**config.mk**
```make
export PLATFORM = sky130hd
export DESIGN_NAME = utf8_validating_decoder
export DESIGN_NICKNAME = d
export VERILOG_FILES = /design/src/rtl/u8d_pkg.sv /design/src/rtl/u8d_decode.sv /design/src/rtl/utf8_validating_decoder.sv
export SDC_FILE = /design/constraint.sdc
export NUM_CORES = 1
export LEC_CHECK = 0
export ABC_AREA = 1
export BUFFER_PORTS_ARGS = -buffer_cell sky130_fd_sc_hd__buf_2
export CAP_MARGIN = 15
export CORE_AREA = 10 10 128 218
export CTS_BUF_LIST = sky130_fd_sc_hd__clkbuf_4
export DETAILED_ROUTE_END_ITERATION = 8
export DIE_AREA = 0 0 138 228
export PLACE_DENSITY_LB_ADDON = 0.08
export REMOVE_ABC_BUFFERS = 1
export SKIP_CTS_REPAIR_TIMING = 1
export SLEW_MARGIN = 40
export SYNTH_ARGS = -nofsm -noshare
export SYNTH_HDL_FRONTEND = slang
export SYNTH_SLANG_ARGS = --single-unit
```
**constraint.sdc**
```tcl
create_clock -name clk -period 7.2 [get_ports clk]
set_input_delay 1.8 -clock clk [delete_from_list [all_inputs] [get_ports clk]]
set_output_delay 1.8 -clock clk [all_outputs]
set_load 0.01 [all_outputs]
```
**src/rtl/u8d_pkg.sv**
```systemverilog
package u8d_pkg;

	// Register map (byte addresses, one 32-bit word each); decode uses paddr[2]
	localparam int unsigned APB_ADDR_W = 3;
	localparam logic REG_BYTE_LIMIT = 1'b0;
	localparam logic REG_CHAR_LIMIT = 1'b1;

	localparam int unsigned BYTE_LIMIT_W = 15;
	localparam int unsigned CHAR_LIMIT_W = 13;
	localparam logic [BYTE_LIMIT_W-1:0] BYTE_LIMIT_RST = 15'd32000;
	localparam logic [CHAR_LIMIT_W-1:0] CHAR_LIMIT_RST = 13'd8000;

	localparam int unsigned SCALAR_W = 21;
	localparam int unsigned OUT_OFF_W = 15;
	localparam logic [SCALAR_W-1:0] SCALAR_MAX = 21'h10ffff;
	localparam logic [SCALAR_W-1:0] SURR_LO = 21'h00d800;
	localparam logic [SCALAR_W-1:0] SURR_HI = 21'h00dfff;

	// Minimum scalar class of the sequence being built (overlong check)
	typedef enum logic [1:0] {
		MIN_NONE = 2'd0,
		MIN_2B   = 2'd1,
		MIN_3B   = 2'd2,
		MIN_4B   = 2'd3
	} min_class_t;

	typedef enum logic [2:0] {
		ERR_OK        = 3'd0,
		ERR_LEAD      = 3'd1,
		ERR_TRUNC     = 3'd2,
		ERR_CONT      = 3'd3,
		ERR_SCALAR    = 3'd4,
		ERR_CONTROL   = 3'd5,
		ERR_BYTES     = 3'd6,
		ERR_CHARS     = 3'd7
	} err_code_t;

	typedef struct packed {
		logic [7:0] byte_in;
		logic       text_end;
	} in_item_t;

	typedef struct packed {
		logic [SCALAR_W-1:0]  scalar;
		logic [OUT_OFF_W-1:0] start_offset;
		logic                 is_space;
		err_code_t            error_code;
		logic                 end_of_run;
	} out_item_t;

	function automatic logic [SCALAR_W-1:0] min_scalar(input min_class_t cls);
		logic [SCALAR_W-1:0] m;
		case (cls)
			MIN_NONE: m = 21'h000000;
			MIN_2B:   m = 21'h000080;
			MIN_3B:   m = 21'h000800;
			MIN_4B:   m = 21'h010000;
			default:  m = 21'h000000;
		endcase
		return m;
	endfunction

	// Unicode White_Space set, plus U+001C..U+001F
	function automatic logic is_ws(input logic [SCALAR_W-1:0] v);
		return (v >= 21'h09 && v <= 21'h0d) || (v >= 21'h1c && v <= 21'h20) ||
			v == 21'h85 || v == 21'ha0 || v == 21'h1680 ||
			(v >= 21'h2000 && v <= 21'h200a) || v == 21'h2028 || v == 21'h2029 ||
			v == 21'h202f || v == 21'h205f || v == 21'h3000;
	endfunction

endpackage

```
**src/rtl/u8d_decode.sv**
```systemverilog
module u8d_decode #(
	parameter int unsigned OFFSET_WIDTH = 15
) (
	input  logic                                clk,
	input  logic                                arst_n,
	input  logic                                step,
	input  u8d_pkg::in_item_t                   item,
	input  logic [u8d_pkg::BYTE_LIMIT_W-1:0]    byte_limit,
	input  logic [u8d_pkg::CHAR_LIMIT_W-1:0]    char_limit,
	output logic                                res_valid,
	output u8d_pkg::out_item_t                  res
);
	import u8d_pkg::*;

	localparam int unsigned CNT_W = OFFSET_WIDTH + 1;
	localparam int unsigned XW = (CNT_W > BYTE_LIMIT_W) ? CNT_W : BYTE_LIMIT_W;

	// Per-text state
	logic [SCALAR_W-1:0]     partial_q, partial_d;
	logic [1:0]              due_q, due_d;
	min_class_t              min_q, min_d;
	logic [OFFSET_WIDTH-1:0] cstart_q, cstart_d;
	logic [CNT_W-1:0]        bcount_q, bcount_d;
	logic [CHAR_LIMIT_W-1:0] ccount_q, ccount_d;
	logic                    latched_q, latched_d;

	logic [7:0]          b;
	logic                text_end;
	logic                over_bytes;
	logic                is_cont;
	logic                ascii;
	logic [SCALAR_W-1:0] shifted;
	logic [SCALAR_W-1:0] fin_v;
	min_class_t          fin_min;
	err_code_t           fin_code;
	logic [XW-1:0]       off_x;

	assign b        = item.byte_in;
	assign text_end = item.text_end;
	assign ascii    = (b < 8'h80);
	assign is_cont  = (b[7:6] == 2'b10);
	assign shifted  = {partial_q[SCALAR_W-7:0], b[5:0]};

	// Byte limit or offset overflow
	assign over_bytes = (XW'(bcount_q) >= XW'(byte_limit)) || bcount_q[OFFSET_WIDTH];

	// Character completion checks
	always_comb begin
		fin_v   = ascii && (due_q == 2'd0) ? {13'd0, b} : shifted;
		fin_min = (due_q == 2'd0) ? MIN_NONE : min_q;
		if (fin_v < min_scalar(fin_min) || fin_v > SCALAR_MAX ||
				(fin_v >= SURR_LO && fin_v <= SURR_HI)) begin
			fin_code = ERR_SCALAR;
		end else if (fin_v < 21'd32 && fin_v != 21'd9 && fin_v != 21'd10 &&
				fin_v != 21'd13) begin
			fin_code = ERR_CONTROL;
		end else if (ccount_q >= char_limit) begin
			fin_code = ERR_CHARS;
		end else begin
			fin_code = ERR_OK;
		end
	end

	// Next state and result for the byte in the input stage
	always_comb begin
		logic      finish;
		logic      fail;
		err_code_t code;
		logic [CNT_W-1:0] off;

		partial_d = partial_q;
		due_d     = due_q;
		min_d     = min_q;
		cstart_d  = cstart_q;
		bcount_d  = bcount_q;
		ccount_d  = ccount_q;
		latched_d = latched_q;
		finish    = 1'b0;
		fail      = 1'b0;
		code      = ERR_OK;
		off       = CNT_W'(cstart_q);

		if (latched_q) begin
			// dropped byte
		end else if (over_bytes) begin
			fail = 1'b1;
			code = ERR_BYTES;
			off  = (due_q != 2'd0) ? CNT_W'(cstart_q) : bcount_q;
		end else if (due_q == 2'd0) begin
			cstart_d = bcount_q[OFFSET_WIDTH-1:0];
			bcount_d = bcount_q + 1'b1;
			off      = bcount_q;
			if (ascii) begin
				min_d  = MIN_NONE;
				finish = 1'b1;
			end else if (b >= 8'hc2 && b <= 8'hdf) begin
				partial_d = {16'd0, b[4:0]};
				due_d     = 2'd1;
				min_d     = MIN_2B;
			end else if (b >= 8'he0 && b <= 8'hef) begin
				partial_d = {17'd0, b[3:0]};
				due_d     = 2'd2;
				min_d     = MIN_3B;
			end else if (b >= 8'hf0 && b <= 8'hf4) begin
				partial_d = {18'd0, b[2:0]};
				due_d     = 2'd3;
				min_d     = MIN_4B;
			end else begin
				fail = 1'b1;
				code = ERR_LEAD;
			end
			if (!ascii && !fail && text_end) begin
				fail = 1'b1;
				code = ERR_TRUNC;
			end
		end else begin
			bcount_d = bcount_q + 1'b1;
			if (!is_cont) begin
				fail = 1'b1;
				code = ERR_CONT;
			end else begin
				partial_d = shifted;
				due_d     = due_q - 1'b1;
				if (due_q == 2'd1) begin
					finish = 1'b1;
				end else if (text_end) begin
					fail = 1'b1;
					code = ERR_TRUNC;
				end
			end
		end

		// Character completion
		if (finish) begin
			if (fin_code != ERR_OK) begin
				fail = 1'b1;
				code = fin_code;
			end else begin
				ccount_d  = ccount_q + 1'b1;
				partial_d = '0;
				min_d     = MIN_NONE;
			end
		end

		if (fail && !text_end) begin
			latched_d = 1'b1;
		end

		// End of text clears the per-text state
		if (text_end) begin
			partial_d = '0;
			due_d     = 2'd0;
			min_d     = MIN_NONE;
			cstart_d  = '0;
			bcount_d  = '0;
			ccount_d  = '0;
			latched_d = 1'b0;
		end

		off_x            = XW'(off);
		res_valid        = fail || (finish && fin_code == ERR_OK);
		res.scalar       = fail ? '0 : fin_v;
		res.start_offset = off_x[OUT_OFF_W-1:0];
		res.is_space     = !fail && is_ws(fin_v);
		res.error_code   = fail ? code : ERR_OK;
		res.end_of_run   = text_end;
	end

	always_ff @(posedge clk or negedge arst_n) begin
		if (!arst_n) begin
			partial_q <= '0;
			due_q     <= 2'd0;
			min_q     <= MIN_NONE;
			cstart_q  <= '0;
			bcount_q  <= '0;
			ccount_q  <= '0;
			latched_q <= 1'b0;
		end else if (step) begin
			partial_q <= partial_d;
			due_q     <= due_d;
			min_q     <= min_d;
			cstart_q  <= cstart_d;
			bcount_q  <= bcount_d;
			ccount_q  <= ccount_d;
			latched_q <= latched_d;
		end
	end

endmodule

```
**src/rtl/utf8_validating_decoder.sv**
```systemverilog
// Path: input register, then result register; the decode logic between them is combinational.
// Throughput: one byte per cycle unless out_ready stalls the result register; the per-text
// state (partial scalar, counters) updates between the two registers as each byte steps.
// Bytes that produce no result (leads, dropped bytes) still advance but give no output.
// Reset: arst_n asynchronous, active low; clears all per-text state and sets
// byte_limit to 32000 and char_limit to 8000.
module utf8_validating_decoder #(
	parameter int unsigned OFFSET_WIDTH = 15
) (
	input  logic                               clk,
	input  logic                               arst_n,
	input  logic                               in_valid,
	output logic                               in_ready,
	input  u8d_pkg::in_item_t                  in_item,
	output logic                               out_valid,
	input  logic                               out_ready,
	output u8d_pkg::out_item_t                 out_item,
	input  logic                               psel,
	input  logic                               penable,
	input  logic                               pwrite,
	input  logic [u8d_pkg::APB_ADDR_W-1:0]     paddr,
	input  logic [31:0]                        pwdata,
	output logic [31:0]                        prdata,
	output logic                               pready
);
	import u8d_pkg::*;

	logic [BYTE_LIMIT_W-1:0] byte_limit_q;
	logic [CHAR_LIMIT_W-1:0] char_limit_q;

	in_item_t  in_s1;
	logic      in_v_s1;
	out_item_t out_q;
	logic      out_v_q;

	logic      advance;
	logic      step;
	logic      res_valid;
	out_item_t res;

	// Configuration registers
	assign pready = 1'b1;

	always_ff @(posedge clk or negedge arst_n) begin
		if (!arst_n) begin
			byte_limit_q <= BYTE_LIMIT_RST;
			char_limit_q <= CHAR_LIMIT_RST;
		end else if (psel && penable && pwrite) begin
			if (paddr[2] == REG_BYTE_LIMIT) begin
				byte_limit_q <= pwdata[BYTE_LIMIT_W-1:0];
			end else begin
				char_limit_q <= pwdata[CHAR_LIMIT_W-1:0];
			end
		end
	end

	always_comb begin
		if (paddr[2] == REG_CHAR_LIMIT) begin
			prdata = {{(32-CHAR_LIMIT_W){1'b0}}, char_limit_q};
		end else begin
			prdata = {{(32-BYTE_LIMIT_W){1'b0}}, byte_limit_q};
		end
	end

	// Handshake: input stage moves when the result register is free or draining
	assign advance   = !out_v_q || out_ready;
	assign step      = in_v_s1 && advance;
	assign in_ready  = !in_v_s1 || advance;
	assign out_valid = out_v_q;
	assign out_item  = out_q;

	// Input register
	always_ff @(posedge clk or negedge arst_n) begin
		if (!arst_n) begin
			in_v_s1 <= 1'b0;
		end else if (in_ready) begin
			in_v_s1 <= in_valid;
		end
	end

	always_ff @(posedge clk) begin
		if (in_valid && in_ready) begin
			in_s1 <= in_item;
		end
	end

	u8d_decode #(
		.OFFSET_WIDTH(OFFSET_WIDTH)
	) u_decode (
		.clk        (clk),
		.arst_n     (arst_n),
		.step       (step),
		.item       (in_s1),
		.byte_limit (byte_limit_q),
		.char_limit (char_limit_q),
		.res_valid  (res_valid),
		.res        (res)
	);

	// Result register
	always_ff @(posedge clk or negedge arst_n) begin
		if (!arst_n) begin
			out_v_q <= 1'b0;
		end else if (advance) begin
			out_v_q <= in_v_s1 && res_valid;
		end
	end

	always_ff @(posedge clk) begin
		if (advance) begin
			out_q <= res;
		end
	end

endmodule
```
==> results.sh <==
export IMPL_status="completed"
export IMPL_synthDistinctLibCells=49
export IMPL_cts_max_path_buffers=2
export IMPL_die_area_um2=31500
export IMPL_htreeDepth=4
export IMPL_postRouteAntennaNets=0
export IMPL_netlist_area_um2=8360
export IMPL_tightest_slew_ns=0.769
export IMPL_route_detailed_drc=0
export IMPL_syn_avg_cell_area_um2=8.04
export IMPL_synth_main_ff_cell="dfrtp_1"
export IMPL_crit_path_end_kind="output port"
export IMPL_cts_made_buffers=17
export IMPL_place_hpwl_um=17500
export IMPL_clock_sinks=144
export IMPL_dr_first_iter_drc_count=286
export IMPL_critPathArrivalTime_ns=2.60
export IMPL_setup_worst_path_class="in -> out"
export IMPL_insertion_delay_ns=0.61
export IMPL_dieWidth_um=138
export IMPL_final_common_cell="nand2_1"
export IMPL_row_count=76
export IMPL_io_buffers=89
export IMPL_grt_overflow=0
export IMPL_cts_root_buf="clkbuf_4"
export IMPL_grt_pass1_wl_um=37300
export IMPL_seq_power_share_pct=40.1
export IMPL_vias=6963
export IMPL_relSlewSlack_pct=48.6
export IMPL_ys_seq_elements=144
export IMPL_gp_congestion=0.847
export IMPL_yosysTopAreaCellShare_pct=24.5
export IMPL_wl_per_cell_um=15.9
export IMPL_core_area_um2=24300
export IMPL_maxSlewViolCount=0
export IMPL_cp_top_family="buffers and inverters"
export IMPL_p_sw_w=0.00131
export IMPL_fmax_mhz=227
export IMPL_rsz0062_at_grt="no"
export IMPL_combPwrFrac_pct=41.2
export IMPL_clockPowerShare_pct=18.7
export IMPL_area_growth_pct=11.5
export IMPL_p_per_area_nw_per_um2=323
export IMPL_final_util_pct=38.3
export IMPL_clk_pin_slew_ns=0.11
export IMPL_cp_start_kind="input pin"
export IMPL_nets=1203
export IMPL_cts_tree="yes"
export IMPL_grt_max_degree=55
export IMPL_final_cell_mix="239 x nand2_1, 138 x inv_1, 115 x o21ai_0"
export IMPL_first_pass_iters=5
export IMPL_max_cap_violations=0
export IMPL_switching_share_pct=43.3
export IMPL_p_leak_nw=4.45
export IMPL_syn_inst=1040
export IMPL_antenna_found_initial=1
export IMPL_path_common_cell="buf_2"
export IMPL_critical_path_slowest_cell="buf_2"
export IMPL_die_y_um=228
export IMPL_cpPeakStageDelay_ns=0.39
export IMPL_hold_violations=0
export IMPL_ys_top_cells_by_area="dfrtp_1 25%, edfxtp_1 18%, nand2_1 11%"
export IMPL_drive_gt1_share_pct=15.3
export IMPL_yosysSeqAreaShare_pct=46.3
export IMPL_via_per_inst=4.81
export IMPL_holdWs_ns=0.495
export IMPL_min_period_over_period_pct=61.1
export IMPL_ys_warn_count=0
export IMPL_grt_usage_pct=14.6
export IMPL_initial_utilization_pct=34.3
export IMPL_cp_data_required_time_ns=5.40
export IMPL_path_cells="buf_2 -> o21ai_0 -> buf_2"
export IMPL_synth_area_leader_cell="dfrtp_1"
export IMPL_p_int_w=0.00171
export IMPL_cp_max_fo=29
export IMPL_final_setup_viol_count=0
export IMPL_wl_um=23000
export IMPL_grt_pass1_vias=7167
export IMPL_hp_class="reg -> reg"
export IMPL_synth_edf_count=50
export IMPL_period_minus_slack_ns=4.40
export IMPL_async_reset_ff_share_pct=65.3
export IMPL_clock_skew_ns=0.0187
export IMPL_critPathBufInv=2
export IMPL_io_pins=127
export IMPL_tns_ns=0
export IMPL_peakVddDrop_mv=0.147
state kept, by name, indices dropped and copies added (netlist names):
signal / cells
out_item: 41
u_decode.bcount_q: 16
byte_limit_q: 15
u_decode.cstart_q: 15
u_decode.partial_q: 15
char_limit_q: 13
u_decode.ccount_q: 13
in_s1: 9
u_decode.due_q: 2
u_decode.min_q: 2
in_v_s1: 1
out_valid: 1
u_decode.latched_q: 1
worst reg2reg max path, stage by stage (launching register included):
cell and delay [ns]:
dfstp_2 0.55, inv_1 0.05, ha_1 0.32, a21o_1 0.19, o21ai_1 0.12, nand2_1 0.10, a21oi_1 0.33, nand3_2 0.28
o21ai_2 0.50, inv_2 0.26, a21oi_2 0.60, o22ai_1 0.15
routing by layer:
layer | vias to the layer above | share of wire, % | GRT usage [%]
met5 | - | 0 | 0
met4 | 0 | 2.0 | 5.46
met3 | 22 | 3.5 | 3.39
met2 | 128 | 56 | 28.4
met1 | 3268 | 38 | 14.6
li1 | 3545 | - | -
cell usage after synthesis (all sizes together), types with 12 or more instances:
cell / n
a21oi: 31
dfrtp: 82
nor2: 110
clkbuf: 20
nor3: 20
inv: 143
dfstp: 12
o21ai: 126
edfxtp: 50
nand3: 47
buf: 29
xor2: 17
nand2: 250
nand4: 22
o22ai: 15
ha: 31
cells by family (layout without fill, tap and decap cells):
kind of cell / after synthesis / in the layout / synth area share [%]
simple gates: 456 / 456 / 24.1
compound gates: 194 / 194 / 12.9
buf+inv: 193 / 271 / 9.95
flops: 144 / 144 / 46.3
fa+ha+maj: 31 / 31 / 4.64
xor+xnor: 19 / 19 / 1.99
other cells: 2 / 19 / 0.0898
mux: 1 / 1 / 0.120
layout make-up:
| type | instances | area (um^2) |
|---|---|---|
| Antenna cell | 1 | 2.50 |
| Clock buffer | 21 | 158 |
| Clock inverter | 11 | 143 |
| Fill cell | 2643 | 15000 |
| Inverter | 144 | 541 |
| Multi-Input combinational cell | 719 | 3720 |
| Sequential cell | 144 | 3870 |
| Tap cell | 312 | 390 |
| Timing Repair Buffer | 95 | 497 |
final timing paths:
check	startpoint	endpoint	slack (ns)	depth (start not counted)
max in group asynchronous	arst_n	u_decode.ccount_q[9]$_DFFE_PN0P_	5.10	2
worst min register to register	byte_limit_q[9]$_DFFE_PN0P_	byte_limit_q[9]$_DFFE_PN0P_	0.50	2
worst min-delay path	byte_limit_q[9]$_DFFE_PN0P_	byte_limit_q[9]$_DFFE_PN0P_	0.50	2
worst max-delay path	paddr[2]	prdata[11]	2.80	3
worst max register to register	byte_limit_q[11]$_DFFE_PN1P_	u_decode.cstart_q[12]$_DFFE_PN0P_	3.63	11
min in group asynchronous	arst_n	u_decode.partial_q[8]$_DFFE_PN0P_	1.18	1
power groups by stage:
stage	sequential (W)	combinational [W]	clock (W)
final	0.00121	0.00124	0.000563
after floorplan	0.00124	0.000798	0
after global routing	0.00124	0.00142	0.000618
after global placement	0.00123	0.00125	0
after CTS	0.00121	0.00127	0.000594
after detailed placement	0.00123	0.00126	0
per-stage QoR:
step / area [um^2] / setup slack [ns] / cells / total power, W
4_1_cts: 9310 / 2.76 / 1446 / 0.00307
3_3_place_gp: 9010 / 2.76 / 1414 / 0.00248
3_5_place_dp: 9010 / 2.76 / 1414 / 0.00249
6_report: 9320 / 2.80 / 1447 / 0.00302
2_1_floorplan: 8130 / 2.55 / 1007 / 0.00204
5_1_grt: 9320 / 2.69 / 1447 / 0.00327
Power figures use the tool's default switching activity.
